$ cat src/design/csibfu_pkg.sv
package csibfu_pkg;

  typedef enum logic [1:0] {
    CFG_OUT_BITS      = 2'd0,
    CFG_AUTOSCALE_ON  = 2'd1,
    CFG_MANTISSA_BITS = 2'd2,
    CFG_EXPONENT_BITS = 2'd3
  } cfg_idx_e;

  typedef struct packed {
    logic [4:0] out_bits;
    logic       autoscale_on;
    logic [3:0] mantissa_bits;
    logic [3:0] exponent_bits;
  } cfg_t;

  localparam int CfgDataW = 5;
  localparam logic [4:0] OutBitsRst = 5'd10;
  localparam logic       AutoscaleRst = 1'b1;
  localparam logic [3:0] MantBitsRst = 4'd9;
  localparam logic [3:0] ExpBitsRst = 4'd5;
  localparam logic signed [8:0] MaxBitRst = -9'sd16;
  localparam int ExpMaxW = 8;

  function automatic logic [3:0] exp_width(input logic [3:0] eb);
    return (eb > 4'd8) ? 4'd8 : eb;
  endfunction

  function automatic logic signed [8:0] half_range(input logic [3:0] n);
    logic [8:0] h;
    h = (n == 4'd0) ? 9'd0 : (9'd1 << (n - 4'd1));
    return $signed(h);
  endfunction

  function automatic logic [14:0] mag_mask(input logic [3:0] m);
    logic [15:0] t;
    t = (m == 4'd0) ? 16'd0 : ((16'd1 << (m - 4'd1)) - 16'd1);
    return t[14:0];
  endfunction

  function automatic logic [14:0] mag_field(input logic [31:0] w, input logic [4:0] sh,
                                            input logic [3:0] m);
    logic [31:0] t;
    t = w >> sh;
    return t[14:0] & mag_mask(m);
  endfunction

  // two's complement exponent in the low n bits
  function automatic logic signed [8:0] decode_exp(input logic [31:0] w,
                                                   input logic [3:0] n);
    logic [8:0] msk;
    logic [7:0] f;
    logic [9:0] r;
    msk = (9'd1 << n) - 9'd1;
    f = w[ExpMaxW-1:0] & msk[7:0];
    r = {2'b00, f};
    if (n != 4'd0 && f[3'(n - 4'd1)]) begin
      r = {2'b00, f} - (10'd1 << n);
    end
    return $signed(r[8:0]);
  endfunction

  // sign bit sitting at position s-1; nothing beyond bit 31
  function automatic logic sign_at(input logic [31:0] w, input logic [5:0] s);
    logic [5:0] p;
    p = s - 6'd1;
    return (s == 6'd0 || s > 6'd32) ? 1'b0 : w[p[4:0]];
  endfunction

  function automatic logic [3:0] floor_log2(input logic [14:0] x);
    logic [3:0] r;
    r = 4'd0;
    for (int i = 0; i < 15; i++) begin
      if (x[i]) r = 4'(i);
    end
    return r;
  endfunction

  function automatic logic [31:0] scale_mag(input logic [14:0] mag, input logic neg,
                                            input logic signed [10:0] e,
                                            input logic [3:0] m);
    logic [31:0] v;
    logic signed [10:0] ne;
    ne = -e;
    if (e < -$signed({7'd0, m})) begin
      v = 32'd0;
    end else if (e < 11'sd0) begin
      v = {17'd0, mag} >> ne[3:0];
    end else if (e >= 11'sd32) begin
      v = 32'd0;
    end else begin
      v = {17'd0, mag} << e[4:0];
    end
    return neg ? (32'd0 - v) : v;
  endfunction

endpackage

$ cat src/design/csibfu_if.sv
interface csibfu_word_if;
  logic        valid;
  logic        ready;
  logic [31:0] packed_word;
  logic        last_tone;

  modport source (output valid, output packed_word, output last_tone, input ready);
  modport sink (input valid, input packed_word, input last_tone, output ready);
endinterface

interface csibfu_tone_if;
  logic               valid;
  logic               ready;
  logic [5:0]         tone_index;
  logic signed [31:0] value_i;
  logic signed [31:0] value_q;
  logic               last_out;

  modport source (output valid, output tone_index, output value_i, output value_q,
                  output last_out, input ready);
  modport sink (input valid, input tone_index, input value_i, input value_q,
                input last_out, output ready);
endinterface

$ cat src/design/csibfu_queue.sv
module csibfu_queue #(
  parameter int DW = 8
) (
  input  logic          clk_i,
  input  logic          rst_ni,
  input  logic          push_i,
  input  logic [DW-1:0] push_data_i,
  output logic          full_o,
  input  logic          pop_i,
  output logic          head_valid_o,
  output logic [DW-1:0] head_data_o
);
  logic [DW-1:0] ent_q [2];
  logic          wptr_q, rptr_q;
  logic [1:0]    cnt_q, cnt_d;

  assign full_o       = (cnt_q == 2'd2);
  assign head_valid_o = (cnt_q != 2'd0);
  assign head_data_o  = ent_q[rptr_q];

  always_comb begin
    cnt_d = cnt_q;
    if (push_i && !pop_i) cnt_d = cnt_q + 2'd1;
    if (!push_i && pop_i) cnt_d = cnt_q - 2'd1;
  end

  always_ff @(posedge clk_i or negedge rst_ni) begin
    if (!rst_ni) begin
      wptr_q <= 1'b0;
      rptr_q <= 1'b0;
      cnt_q  <= 2'd0;
    end else begin
      if (push_i) wptr_q <= ~wptr_q;
      if (pop_i) rptr_q <= ~rptr_q;
      cnt_q <= cnt_d;
    end
  end

  always_ff @(posedge clk_i) begin
    if (push_i) ent_q[wptr_q] <= push_data_i;
  end
endmodule

$ cat src/design/csibfu_front.sv
module csibfu_front #(
  parameter int MAX_TONES = 64,
  parameter int AW = 6,
  parameter int CW = 7
) (
  input  logic                  clk_i,
  input  logic                  rst_ni,
  input  csibfu_pkg::cfg_t      cfg_i,
  csibfu_word_if.sink           word_i,
  input  logic                  q_full_i,
  output logic                  push_o,
  output logic                  push_bank_o,
  output logic [CW-1:0]         push_count_o,
  output logic signed [8:0]     push_max_o,
  output logic                  mem_we_o,
  output logic [AW:0]           mem_waddr_o,
  output logic [31:0]           mem_wdata_o
);
  import csibfu_pkg::*;

  localparam logic [CW-1:0] FullCnt = CW'(MAX_TONES);

  logic [CW-1:0]      count_q, count_d, count_inc;
  logic signed [8:0]  max_q, max_d, base, new_max;
  logic               bank_q, bank_d;
  logic               beat, close;
  logic [3:0]         n, m, lg;
  logic [14:0]        mi, mq, x;
  logic signed [9:0]  e_tone;

  assign word_i.ready = !q_full_i;
  assign beat = word_i.valid && word_i.ready;

  always_comb begin
    n  = exp_width(cfg_i.exponent_bits);
    m  = cfg_i.mantissa_bits;
    mi = mag_field(word_i.packed_word, 5'({1'b0, n} + {1'b0, m}), m);
    mq = mag_field(word_i.packed_word, {1'b0, n}, m);
    x  = mi | mq;
    lg = floor_log2(x);
    e_tone = 10'(decode_exp(word_i.packed_word, n)) + $signed({6'd0, lg});
    base = (count_q == '0) ? -half_range(n) : max_q;
    new_max = base;
    if (cfg_i.autoscale_on && x != 15'd0 && e_tone > 10'(base)) begin
      new_max = e_tone[8:0];
    end
  end

  assign count_inc = CW'(count_q + 1'b1);
  assign close = word_i.last_tone || (count_inc == FullCnt);

  always_comb begin
    count_d = count_q;
    max_d   = max_q;
    bank_d  = bank_q;
    if (beat) begin
      max_d = new_max;
      if (close) begin
        count_d = '0;
        bank_d  = ~bank_q;
      end else begin
        count_d = count_inc;
      end
    end
  end

  always_ff @(posedge clk_i or negedge rst_ni) begin
    if (!rst_ni) begin
      count_q <= '0;
      max_q   <= MaxBitRst;
      bank_q  <= 1'b0;
    end else begin
      count_q <= count_d;
      max_q   <= max_d;
      bank_q  <= bank_d;
    end
  end

  assign push_o       = beat && close;
  assign push_bank_o  = bank_q;
  assign push_count_o = count_inc;
  assign push_max_o   = new_max;

  assign mem_we_o    = beat;
  assign mem_waddr_o = {bank_q, count_q[AW-1:0]};
  assign mem_wdata_o = word_i.packed_word;
endmodule

$ cat src/design/csibfu_back.sv
module csibfu_back #(
  parameter int AW = 6,
  parameter int CW = 7
) (
  input  logic                  clk_i,
  input  logic                  rst_ni,
  input  csibfu_pkg::cfg_t      cfg_i,
  input  logic                  mem_we_i,
  input  logic [AW:0]           mem_waddr_i,
  input  logic [31:0]           mem_wdata_i,
  input  logic                  hd_valid_i,
  input  logic                  hd_bank_i,
  input  logic [CW-1:0]         hd_count_i,
  input  logic signed [8:0]     hd_max_i,
  output logic                  pop_o,
  csibfu_tone_if.source         tone_o
);
  import csibfu_pkg::*;

  localparam int Depth = 2 ** (AW + 1);

  logic [31:0]        mem [Depth];
  logic [31:0]        rdata_q;
  logic [AW-1:0]      tag_idx_q;
  logic               tag_last_q;
  logic [CW-1:0]      rd_idx_q, rd_idx_d;
  logic               rd_pend_q, rd_pend_d;
  logic               out_valid_q, out_valid_d;
  logic               issue, load_out;
  logic [3:0]         n, m;
  logic signed [9:0]  shft;
  logic signed [10:0] e_tone;
  logic [14:0]        mi, mq;
  logic               si, sq;
  logic [5:0]         tone_index_q;
  logic [31:0]        value_i_q, value_q_q;
  logic               last_out_q;

  assign load_out = rd_pend_q && (!out_valid_q || tone_o.ready);
  assign issue    = hd_valid_i && (rd_idx_q < hd_count_i) && (!rd_pend_q || load_out);
  assign pop_o    = load_out && tag_last_q;

  always_comb begin
    rd_idx_d = rd_idx_q;
    if (issue) rd_idx_d = CW'(rd_idx_q + 1'b1);
    if (pop_o) rd_idx_d = '0;
    rd_pend_d   = issue || (rd_pend_q && !load_out);
    out_valid_d = load_out || (out_valid_q && !tone_o.ready);
  end

  always_ff @(posedge clk_i or negedge rst_ni) begin
    if (!rst_ni) begin
      rd_idx_q    <= '0;
      rd_pend_q   <= 1'b0;
      out_valid_q <= 1'b0;
    end else begin
      rd_idx_q    <= rd_idx_d;
      rd_pend_q   <= rd_pend_d;
      out_valid_q <= out_valid_d;
    end
  end

  always_ff @(posedge clk_i) begin
    if (mem_we_i) mem[mem_waddr_i] <= mem_wdata_i;
  end

  always_ff @(posedge clk_i) begin
    if (issue) begin
      rdata_q    <= mem[{hd_bank_i, rd_idx_q[AW-1:0]}];
      tag_idx_q  <= rd_idx_q[AW-1:0];
      tag_last_q <= (CW'(rd_idx_q + 1'b1) == hd_count_i);
    end
  end

  always_comb begin
    n      = exp_width(cfg_i.exponent_bits);
    m      = cfg_i.mantissa_bits;
    shft   = $signed({5'd0, cfg_i.out_bits}) - 10'(hd_max_i);
    e_tone = 11'(decode_exp(rdata_q, n)) + 11'(shft);
    mi     = mag_field(rdata_q, 5'({1'b0, n} + {1'b0, m}), m);
    mq     = mag_field(rdata_q, {1'b0, n}, m);
    si     = sign_at(rdata_q, {2'b00, n} + {1'b0, m, 1'b0});
    sq     = sign_at(rdata_q, {2'b00, n} + {2'b00, m});
  end

  always_ff @(posedge clk_i) begin
    if (load_out) begin
      tone_index_q <= 6'(tag_idx_q);
      value_i_q    <= scale_mag(mi, si, e_tone, m);
      value_q_q    <= scale_mag(mq, sq, e_tone, m);
      last_out_q   <= tag_last_q;
    end
  end

  assign tone_o.valid      = out_valid_q;
  assign tone_o.tone_index = tone_index_q;
  assign tone_o.value_i    = $signed(value_i_q);
  assign tone_o.value_q    = $signed(value_q_q);
  assign tone_o.last_out   = last_out_q;
endmodule

$ cat src/design/csi_block_float_unpack.sv
// Block floating point I/Q unpacker.
// word_i (valid/ready) takes one packed tone word per beat: sign/magnitude I and
// Q mantissas above a two's complement exponent; last_tone closes the set, as
// does the beat that fills MAX_TONES entries. tone_o (valid/ready) then gives
// one beat per stored tone in load order, last_out on the final one.
// cfg_we_i/cfg_idx_i/cfg_data_i write out_bits, autoscale_on, mantissa_bits and
// exponent_bits; write them only while no set is in flight.
// Words land in one half of a two-bank word memory at one per cycle, so input
// throughput is one word per cycle while the set queue has room. A closed set
// is handed to the drain side through a two-entry set queue; the drain reads the
// memory at one tone per cycle while tone_o does not stall, and pauses between
// sets; loading of the next set overlaps draining of the last.
// The set queue, read register and output register lie before the first result.
// word_i.ready drops while both banks hold sets not yet fully drained.
// A stall on tone_o holds the output register and then the one pending memory
// read; the front keeps loading until both banks are taken.
// Reset empties the set queue, clears the tone count and loads the registers
// with out_bits 10, autoscale on, 9 mantissa bits and 5 exponent bits.
module csi_block_float_unpack #(
  parameter int MAX_TONES = 64
) (
  input  logic                                clk_i,
  input  logic                                rst_ni,
  input  logic                                cfg_we_i,
  input  csibfu_pkg::cfg_idx_e                cfg_idx_i,
  input  logic [csibfu_pkg::CfgDataW-1:0]     cfg_data_i,
  csibfu_word_if.sink                         word_i,
  csibfu_tone_if.source                       tone_o
);
  import csibfu_pkg::*;

  localparam int AW = (MAX_TONES > 1) ? $clog2(MAX_TONES) : 1;
  localparam int CW = $clog2(MAX_TONES + 1);
  localparam int QW = 1 + CW + 9;

  cfg_t                cfg_q;
  logic                q_full, push, push_bank, pop, hd_valid;
  logic [CW-1:0]       push_count;
  logic signed [8:0]   push_max;
  logic [QW-1:0]       hd_data;
  logic                mem_we;
  logic [AW:0]         mem_waddr;
  logic [31:0]         mem_wdata;

  always_ff @(posedge clk_i or negedge rst_ni) begin
    if (!rst_ni) begin
      cfg_q.out_bits      <= OutBitsRst;
      cfg_q.autoscale_on  <= AutoscaleRst;
      cfg_q.mantissa_bits <= MantBitsRst;
      cfg_q.exponent_bits <= ExpBitsRst;
    end else if (cfg_we_i) begin
      unique case (cfg_idx_i)
        CFG_OUT_BITS:      cfg_q.out_bits      <= cfg_data_i[4:0];
        CFG_AUTOSCALE_ON:  cfg_q.autoscale_on  <= cfg_data_i[0];
        CFG_MANTISSA_BITS: cfg_q.mantissa_bits <= cfg_data_i[3:0];
        CFG_EXPONENT_BITS: cfg_q.exponent_bits <= cfg_data_i[3:0];
        default: ;
      endcase
    end
  end

  csibfu_front #(.MAX_TONES(MAX_TONES), .AW(AW), .CW(CW)) u_front (
    .clk_i        (clk_i),
    .rst_ni       (rst_ni),
    .cfg_i        (cfg_q),
    .word_i       (word_i),
    .q_full_i     (q_full),
    .push_o       (push),
    .push_bank_o  (push_bank),
    .push_count_o (push_count),
    .push_max_o   (push_max),
    .mem_we_o     (mem_we),
    .mem_waddr_o  (mem_waddr),
    .mem_wdata_o  (mem_wdata)
  );

  csibfu_queue #(.DW(QW)) u_queue (
    .clk_i        (clk_i),
    .rst_ni       (rst_ni),
    .push_i       (push),
    .push_data_i  ({push_bank, push_count, push_max}),
    .full_o       (q_full),
    .pop_i        (pop),
    .head_valid_o (hd_valid),
    .head_data_o  (hd_data)
  );

  csibfu_back #(.AW(AW), .CW(CW)) u_back (
    .clk_i       (clk_i),
    .rst_ni      (rst_ni),
    .cfg_i       (cfg_q),
    .mem_we_i    (mem_we),
    .mem_waddr_i (mem_waddr),
    .mem_wdata_i (mem_wdata),
    .hd_valid_i  (hd_valid),
    .hd_bank_i   (hd_data[QW-1]),
    .hd_count_i  (hd_data[QW-2:9]),
    .hd_max_i    ($signed(hd_data[8:0])),
    .pop_o       (pop),
    .tone_o      (tone_o)
  );
endmodule

$ cat src/flat_wrapper.sv
// flat-port wrapper written by rule: the top's interface ports become plain ports
module csi_block_float_unpack_flat import csibfu_pkg::*;
#(
  parameter int MAX_TONES = 64
)
  (clk_i, rst_ni, cfg_we_i, cfg_idx_i, cfg_data_i, word_i_valid, word_i_packed_word, word_i_last_tone, word_i_ready, tone_o_valid, tone_o_tone_index, tone_o_value_i, tone_o_value_q, tone_o_last_out, tone_o_ready);
  csibfu_word_if word_i_i ();
  csibfu_tone_if tone_o_i ();
  input  logic clk_i;
  input  logic rst_ni;
  input  logic cfg_we_i;
  input  csibfu_pkg::cfg_idx_e cfg_idx_i;
  input  logic [csibfu_pkg::CfgDataW-1:0] cfg_data_i;
  input wire logic [$bits(word_i_i.valid)-1:0] word_i_valid;
  input wire logic [$bits(word_i_i.packed_word)-1:0] word_i_packed_word;
  input wire logic [$bits(word_i_i.last_tone)-1:0] word_i_last_tone;
  output wire logic [$bits(word_i_i.ready)-1:0] word_i_ready;
  output wire logic [$bits(tone_o_i.valid)-1:0] tone_o_valid;
  output wire logic [$bits(tone_o_i.tone_index)-1:0] tone_o_tone_index;
  output wire logic [$bits(tone_o_i.value_i)-1:0] tone_o_value_i;
  output wire logic [$bits(tone_o_i.value_q)-1:0] tone_o_value_q;
  output wire logic [$bits(tone_o_i.last_out)-1:0] tone_o_last_out;
  input wire logic [$bits(tone_o_i.ready)-1:0] tone_o_ready;
  assign word_i_i.valid = word_i_valid;
  assign word_i_i.packed_word = word_i_packed_word;
  assign word_i_i.last_tone = word_i_last_tone;
  assign word_i_ready = word_i_i.ready;
  assign tone_o_valid = tone_o_i.valid;
  assign tone_o_tone_index = tone_o_i.tone_index;
  assign tone_o_value_i = tone_o_i.value_i;
  assign tone_o_value_q = tone_o_i.value_q;
  assign tone_o_last_out = tone_o_i.last_out;
  assign tone_o_i.ready = tone_o_ready;
  csi_block_float_unpack #(.MAX_TONES(MAX_TONES)) u_core (.clk_i(clk_i), .rst_ni(rst_ni), .cfg_we_i(cfg_we_i), .cfg_idx_i(cfg_idx_i), .cfg_data_i(cfg_data_i), .word_i(word_i_i), .tone_o(tone_o_i));
endmodule
$ cat config.mk
export PLATFORM = sky130hd
export DESIGN_NAME = csi_block_float_unpack_flat
export DESIGN_NICKNAME = d
export VERILOG_FILES = /design/src/design/csibfu_pkg.sv /design/src/design/csibfu_if.sv /design/src/design/csibfu_queue.sv /design/src/design/csibfu_front.sv /design/src/design/csibfu_back.sv /design/src/design/csi_block_float_unpack.sv /design/src/flat_wrapper.sv
export SDC_FILE = /design/constraint.sdc
export NUM_CORES = 2
export LEC_CHECK = 0
export ABC_CLOCK_PERIOD_IN_PS = 14500
export BUFFER_PORTS_ARGS = -buffer_cell sky130_fd_sc_hd__buf_4
export CAP_MARGIN = 20
export CORE_MARGIN = 5
export CORE_UTILIZATION = 55
export CTS_CLUSTER_SIZE = 12
export DETAILED_ROUTE_END_ITERATION = 7
export PLACE_DENSITY = 0.78
export SETUP_SLACK_MARGIN = 0.02
export SLEW_MARGIN = 20
export SYNTH_ARGS = -nofsm -noshare
export SYNTH_HDL_FRONTEND = slang
export SYNTH_HIERARCHICAL = 1
export SYNTH_MEMORY_MAX_BITS = 65536
export SYNTH_SLANG_ARGS = --single-unit
$ cat constraint.sdc
create_clock -name clk_i -period 14.5 [get_ports clk_i]
set_clock_uncertainty 0.2 [all_clocks]
set_input_delay 2.9 -clock clk_i [delete_from_list [all_inputs] [get_ports clk_i]]
set_output_delay 2.9 -clock clk_i [all_outputs]
set_load 0.02 [all_outputs]
* Word-level counts from Yosys, hierarchy flattened
Memory sizes are Yosys's and may differ from the RTL's. A register that Yosys moved wholly into a read port is not among the register bits.
Index checks and enable logic that the tools add are counted.
** Storage, ports and cells
- Memories kept :: 2
- Register bits after elaboration :: 122
- Output and inout port bits :: 73
- RAM bits :: 4130
** Memories
- u_core.u_back.mem :: depth 128, width 32, rd ports 1, clocked after Yosys merged registers in 1, write ports 1, RTL line csibfu_back.sv:22 : logic [31:0] mem [Depth];
- u_core.u_queue.ent_q :: depth 2, width 17, rd ports 1, clocked after Yosys merged registers in 0, write ports 1, RTL line csibfu_queue.sv:13 : logic [DW-1:0] ent_q [2];
** Cells by class
- Equal/unequal tests :: 6
- Order comparisons :: 11
- Reductions and logical operators :: 44
- Bitwise logic cells :: 10
- Shift operators :: 12
- $add $sub $neg :: 23
- Muxes and demuxes :: 50
** Operators by type and width (count)
- $mux W32 :: 10
- $shl A15 B5 Y32 :: 2
- $shr A15 B4 Y32 :: 2
- $shr A32 B4 Y15 :: 2
- $shr A32 B5 Y15 :: 2
- $sub A1 B32 Y32 const A :: 2
- $and A15 B15 Y15 :: 4
- $mux W4 :: 13
- $mux W9 :: 5
- $mux W7 :: 3
- $shl A1 B4 Y9 const A :: 2
- $sub A8 B9 Y9 :: 2
- $and A8 B8 Y8 :: 2
- $mux W15 :: 1
- $or A15 B15 Y15 :: 1
- $reduce_bool A15 Y1 :: 1
- $shl A1 B4 Y15 const A :: 1
- $sub A15 B1 Y15 const B :: 1
- $add A7 B1 Y7 const B :: 2
- $logic_and A1 B1 Y1 :: 14
- $logic_not A6 Y1 :: 2
- $lt A5 B6 Y1 const B :: 2
- $add A9 B10 Y11 :: 1
- $ge A11 B7 Y1 const B :: 1
- 38 further kinds :: 78

* Logic depth before layout (Yosys ltp)
- Depth after elaboration :: 24
- Gate-level depth with buffers :: 41
- Gate-level depth less buffers :: 39

* By module
Netlist, hierarchy kept.
** Modules (own cells, without submodules)
- csibfu_back :: area each 172750.7 um^2, cells an instance 8854, instances 1
- csibfu_front :: area each 6760.2 um^2, cells an instance 897, instances 1
- csibfu_queue :: area each 1463.9 um^2, cells an instance 69, instances 1
- csi_block_float_unpack :: area each 555.5 um^2, cells an instance 32, instances 1

* Worst setup path before layout
OpenSTA, ideal clock, no wires.
- Path type :: register to register
- From :: register u_core/cfg_q[0] (netlist name)
- To :: register u_core.u_back.value_i_q[28] (netlist: u_core/u_back/tone_o.value_i[28]) (data pin)
- Period minus slack after synthesis :: 9.478 ns
- Path buffers :: 8
- Library setup time :: 0.262 ns
- Data arrival time :: 9.017 ns
- Setup slack :: 5.022 ns
- Cell stages (with the launch flop) :: 37
- Cells stage by stage :: dfstp_2 -> buf_4 -> clkbuf_1 -> clkbuf_1 -> nand2_1 -> ha_1 -> nand2b_1 -> a311oi_1 -> nor2_1 -> a21oi_1 -> a221o_1 -> clkbuf_1 -> a21oi_1 -> fa_1 -> inv_1 -> fa_1 -> xnor2_1 -> inv_2 -> clkbuf_1 -> buf_1 -> clkbuf_1 -> ha_1 -> a21oi_1 -> o21ai_0 -> a31oi_1 -> o21ai_0 -> maj3_1 -> nand3_1 -> nor2_1 -> o211ai_1 -> o221ai_1 -> or4_4 -> or4b_1 -> or4_1 -> buf_2 -> o41ai_4 -> xnor2_1
** On the way
- Cells in the longest elaborated chain, start to end :: 17
- Elaborated cells between the ends (all ways) :: 37
** Ends and longest elaborated chain
- from (decl) :: RTL line csi_block_float_unpack.sv:36 : cfg_t cfg_q;
- $gt A4 B4 Y1 :: RTL line csibfu_pkg.sv:26 : return (eb > 4'd8) ? 4'd8 : eb;
- $mux W4 (*) :: RTL line csibfu_pkg.sv:26
- branches (longest 14 deep; another with $sub A1 B32 Y32)
- $mux W32 (*) :: RTL line csibfu_pkg.sv:94 : return neg ? (32'd0 - v) : v;
- to (signal assigned) :: RTL line csibfu_back.sv:89 : value_i_q <= scale_mag(mi, si, e_tone, m);
- to (decl) :: RTL line csibfu_back.sv:36 : logic [31:0] value_i_q, value_q_q;
Mark *: on every way between the ends. The select of a mux whose other input is x is not followed.
A chain may end at the register's enable or synchronous reset.

* Worst setup path after layout
- From :: register u_core/cfg_q[3] (netlist name)
- To :: register u_core.u_back.value_q_q[27] (netlist: u_core/u_back/tone_o.value_q[27]) (data pin)
** On the way
- Cells in the longest elaborated chain, start to end :: 17
- Elaborated cells between the ends (all ways) :: 36
** Ends and longest elaborated chain
- $gt A4 B4 Y1 :: RTL line csibfu_pkg.sv:26
- $mux W4 (*) :: RTL line csibfu_pkg.sv:26
- branches (longest 14 deep; another with $sub A1 B32 Y32)
- $mux W32 (*) :: RTL line csibfu_pkg.sv:94
- to (signal assigned) :: RTL line csibfu_back.sv:90 : value_q_q <= scale_mag(mq, sq, e_tone, m);
- to (decl) :: RTL line csibfu_back.sv:36
Marks and branches as above.

==> metrics.md <==
| Metric | Value |
|---|---|
| CTS max path bufs | 4 |
| RSZ-0062 raised after global routing | false |
| Total power | 50.7 mW |
| Post-synth EDFFs | 4240 |
| Seq/Total Area, Yosys | 70.8% |
| Share of cells above drive strength 1 | a little under a quarter |
| Gr busiest metal | met2 |
| Finished Core Util | around 61% |
| Worst path required time | 15.02 ns |
| Congestion Overflow GR | 0 |
| Met3 capacity usage during global routing | around a tenth |
| Multi-input gate area | 51000 um2 |
| DP HPWL | 318 mm |
| Fmax | 0.0909 GHz |
| Worst setup margin | roughly 3.5 ns |
| Worst path arrival time | between 10 and 15 ns |
| Clock-pin slew on the worst setup and hold paths | 0.06 ns |
| Endpoints failing hold | 0 |
| Setup bufs post-CTS | 0 |
| Die area | 342000 um2 |
| Syn Area/Cell | 18.4 um2 |
| Antenna Nets Post-Route | 0 |
| Initial Utilization | between 50 and 60% |
| FF/Latch Area | between 100000 and 150000 um2 |
| Non-Filler Instances | 14.7k |
| Most frequent cells in the layout | 4240 x edfxtp_1, 1072 x mux4_2, 510 x mux2i_1 |
| Routed WL | 573 mm |
| Num Clock Sinks | 4284 |
| Worst path most repeated cell | ha_1 |
| Nets@finish | 10.2k |
| Placed Area | about 190000 um2 |
| Setup_tns | 0 ns |
| Leakage power | 63.6 nW |
| Synth Flop Type | edfxtp_1 |
| Max VDD drop | between 0.5 and 0.6 mV |
| GRT Overall Usage | roughly 33% |
| Buffers added on ports | 117 |
| Post-place setup slack | 3.60 ns |
| Routability cong. | 0.929 |
| Worst Path Max Fanout | 23 |
| Tmin final | 11.01 ns |
| Routed WL per cell | 39.0 um |
| H-tree levels | 5 |
| Dominant cell type by area after synthesis | edfxtp_1 |
| Hold_ws | 0.220 ns |
| Outcome | completed |
| Unique masters post-synth | 125 |
| Horiz. Die Dim | 585 um |
| Post-synth net total | 9989 |
| CTS buffer count | 419 |
| Core box area | 329000 um2 |
| Vias per cell | between 7 and 8 |
| Row count | about 210 |
| Synth Instances | 9852 |
| Pin count of the biggest net entering global routing | 131 |
| Crit path capture type | flop |
| Initial antenna violation count | 44 |
| Met2 usage | 50.5% |
| CP max stage delay | 0.72 ns |
| Final Setup Violations | 0 |
| Warning count from the yosys run | 6 |
| Routing usage on met1 | 43.2% |
| Iter 0 DRT Violations | roughly 19k |
| Period Utilization, post-route | about three quarters |
| Area of the mapped netlist | 182000 um2 |
| CP Class | flop to flop |
| Pwr/cell area | 252 nW/um2 |
| Number of global-route vias before repair | 106k |
| HP Class | flop to flop |
| Asr flop ratio synth | 1.03% |
| Placed Cells incl. Taps | 14.0k |
| Vias | 107k |
| Final instance area | ~200000 um2 |
| Pins over their slew limit | 0 |
| CP max stage cell | nor3_1 |
| Slew @ Worst Pin | 1.35 ns |
| DRC | 0 |
| CTS tree | built |
| Yosys top cell area share | 70.1% |
| Synth area leaders | edfxtp_1 70%, mux4_2 13%, mux2i_1 2.8% |
| # hold bufs at CTS | 0 |
| Slew margin rel. | about a tenth |
| Latest clock arrival within the worst-skew pair | 1.00 ns |
| # fillers | 22.0k |
| Drt pass-1 iters | 7 |
| Post-CTS resize count | 0 |
| Total I/O pin count | 118 |
| CTS Root Cell | clkbuf_16 |
| CP Launch Type | flop |
| Chip height | 585 um |
| # Max-Cap Violations | 0 |
| Layout area overhead | 10.8% |
| Commonest non-fill, non-tap cell in the layout | edfxtp_1 |
| #FFs+latches synth | 4284 |
| Global-route wire length before repair | 799 mm |
-- sequential cells by signal, indices dropped and copies added (netlist names), 7 cells and up --
name and count:
u_core/cfg_q 14, u_core/u_back/mem 4096, u_core/u_back/rd_idx_q 7, u_core/u_back/rdata_q 32, u_core/u_back/tone_o.value_i 32, u_core/u_back/tone_o.value_q 32, u_core/u_front/count_q 7, u_core/u_front/max_q 9
u_core/u_queue/ent_q 34
-- cells in the mapped netlist (14+ instances only) --
| cell | n |
|---|---|
| nand3_1 | 145 |
| buf_2 | 32 |
| or2_2 | 16 |
| o211ai_1 | 60 |
| o21a_1 | 31 |
| a21oi_1 | 310 |
| o221ai_1 | 144 |
| and2_1 | 47 |
| o21ai_1 | 14 |
| edfxtp_1 | 4240 |
| o21ai_0 | 255 |
| nor3_1 | 107 |
| a32oi_1 | 17 |
| dfrtp_1 | 32 |
| nor2b_1 | 52 |
| or3_1 | 20 |
| nand2_1 | 391 |
| o31ai_1 | 30 |
| a211oi_1 | 90 |
| o22ai_1 | 152 |
| a31oi_1 | 60 |
| nor2_1 | 409 |
| a221oi_1 | 38 |
| and3_1 | 19 |
| a22oi_1 | 22 |
| mux4_2 | 1072 |
| a21o_1 | 27 |
| clkbuf_1 | 404 |
| mux2_2 | 98 |
| buf_4 | 50 |
| xor2_1 | 48 |
| inv_1 | 119 |
| nand2b_1 | 48 |
| o31a_1 | 16 |
| ha_1 | 82 |
| buf_1 | 149 |
| nor4_1 | 25 |
| mux2i_1 | 511 |
| a211o_1 | 18 |
| nand4_1 | 28 |
| a2111oi_0 | 17 |
| xnor2_1 | 74 |
-- critical path: cells and delay by family (launching register included) --
kind / cells / cell delay [ns]
AO/OA/AOI/OAI: 17 / 3.92
XOR/XNOR: 3 / 0.55
adder cells (fa/ha/maj): 5 / 1.72
buffers and inverters: 2 / 1.09
flip-flops: 1 / 0.56
AND/OR/NAND/NOR: 9 / 2.67
-- cell type report --
cell class,count,share of cell area (%)
clock inverters,100,0.473
repair buffers,453,1.83
flip-flops and latches,4284,63.9
diodes,42,0.0523
well taps,4366,2.72
multi-input cells,4791,25.3
clock buffers,537,5.47
inverters,132,0.254
-- path summary, 6_finish.rpt --
path,to,slack (ns),start,cells after the start
worst min-delay path,u_core/u_back/tone_o.tone_index[0]$_DFFE_PP_,0.22,u_core/u_back/tag_idx_q[0]$_DFFE_PP_,0
max in group asynchronous,u_core/u_back/rd_idx_q[3]$_DFFE_PN0P_,11.88,rst_ni,1
min in group asynchronous,u_core/u_back/rd_idx_q[1]$_DFFE_PN0P_,1.70,rst_ni,1
worst max register to register,u_core/u_back/tone_o.value_q[27]$_DFFE_PP_,3.49,u_core/cfg_q[3]$_DFFE_PN0P_,36
worst min register to register,u_core/u_back/tone_o.tone_index[0]$_DFFE_PP_,0.22,u_core/u_back/tag_idx_q[0]$_DFFE_PP_,0
worst max-delay path,u_core/u_back/tone_o.value_q[27]$_DFFE_PP_,3.49,u_core/cfg_q[3]$_DFFE_PN0P_,36
-- cells by family after synthesis --
group / after synthesis / share of synthesized area, %
AOI/OAI and AO/OA: 1498 / 5.67
xor gates and xnor gates: 127 / 0.655
adders and majority gates: 95 / 0.692
buffers and inverters: 777 / 1.78
DFF: 4284 / 70.8
muxes: 1700 / 16.9
and+or+nand+nor: 1371 / 3.54
-- metal layers --
layer | routed length, um | vias to the layer above
li1 | - | 41200
met1 | 191000 | 54500
met2 | 265000 | 9628
met3 | 82700 | 1835
met4 | 33600 | 18
met5 | 115 | -
-- power by group --
group	leakage [nW]	internal (mW)	total, mW	switching, mW
sequential	38.7	14.4	14.8	0.396
clock	5.77	5.35	9.93	4.58
combinational	19.1	8.74	25.9	17.1
total	63.6	28.5	50.7	22.1
(Power assumes the default switching activity.)
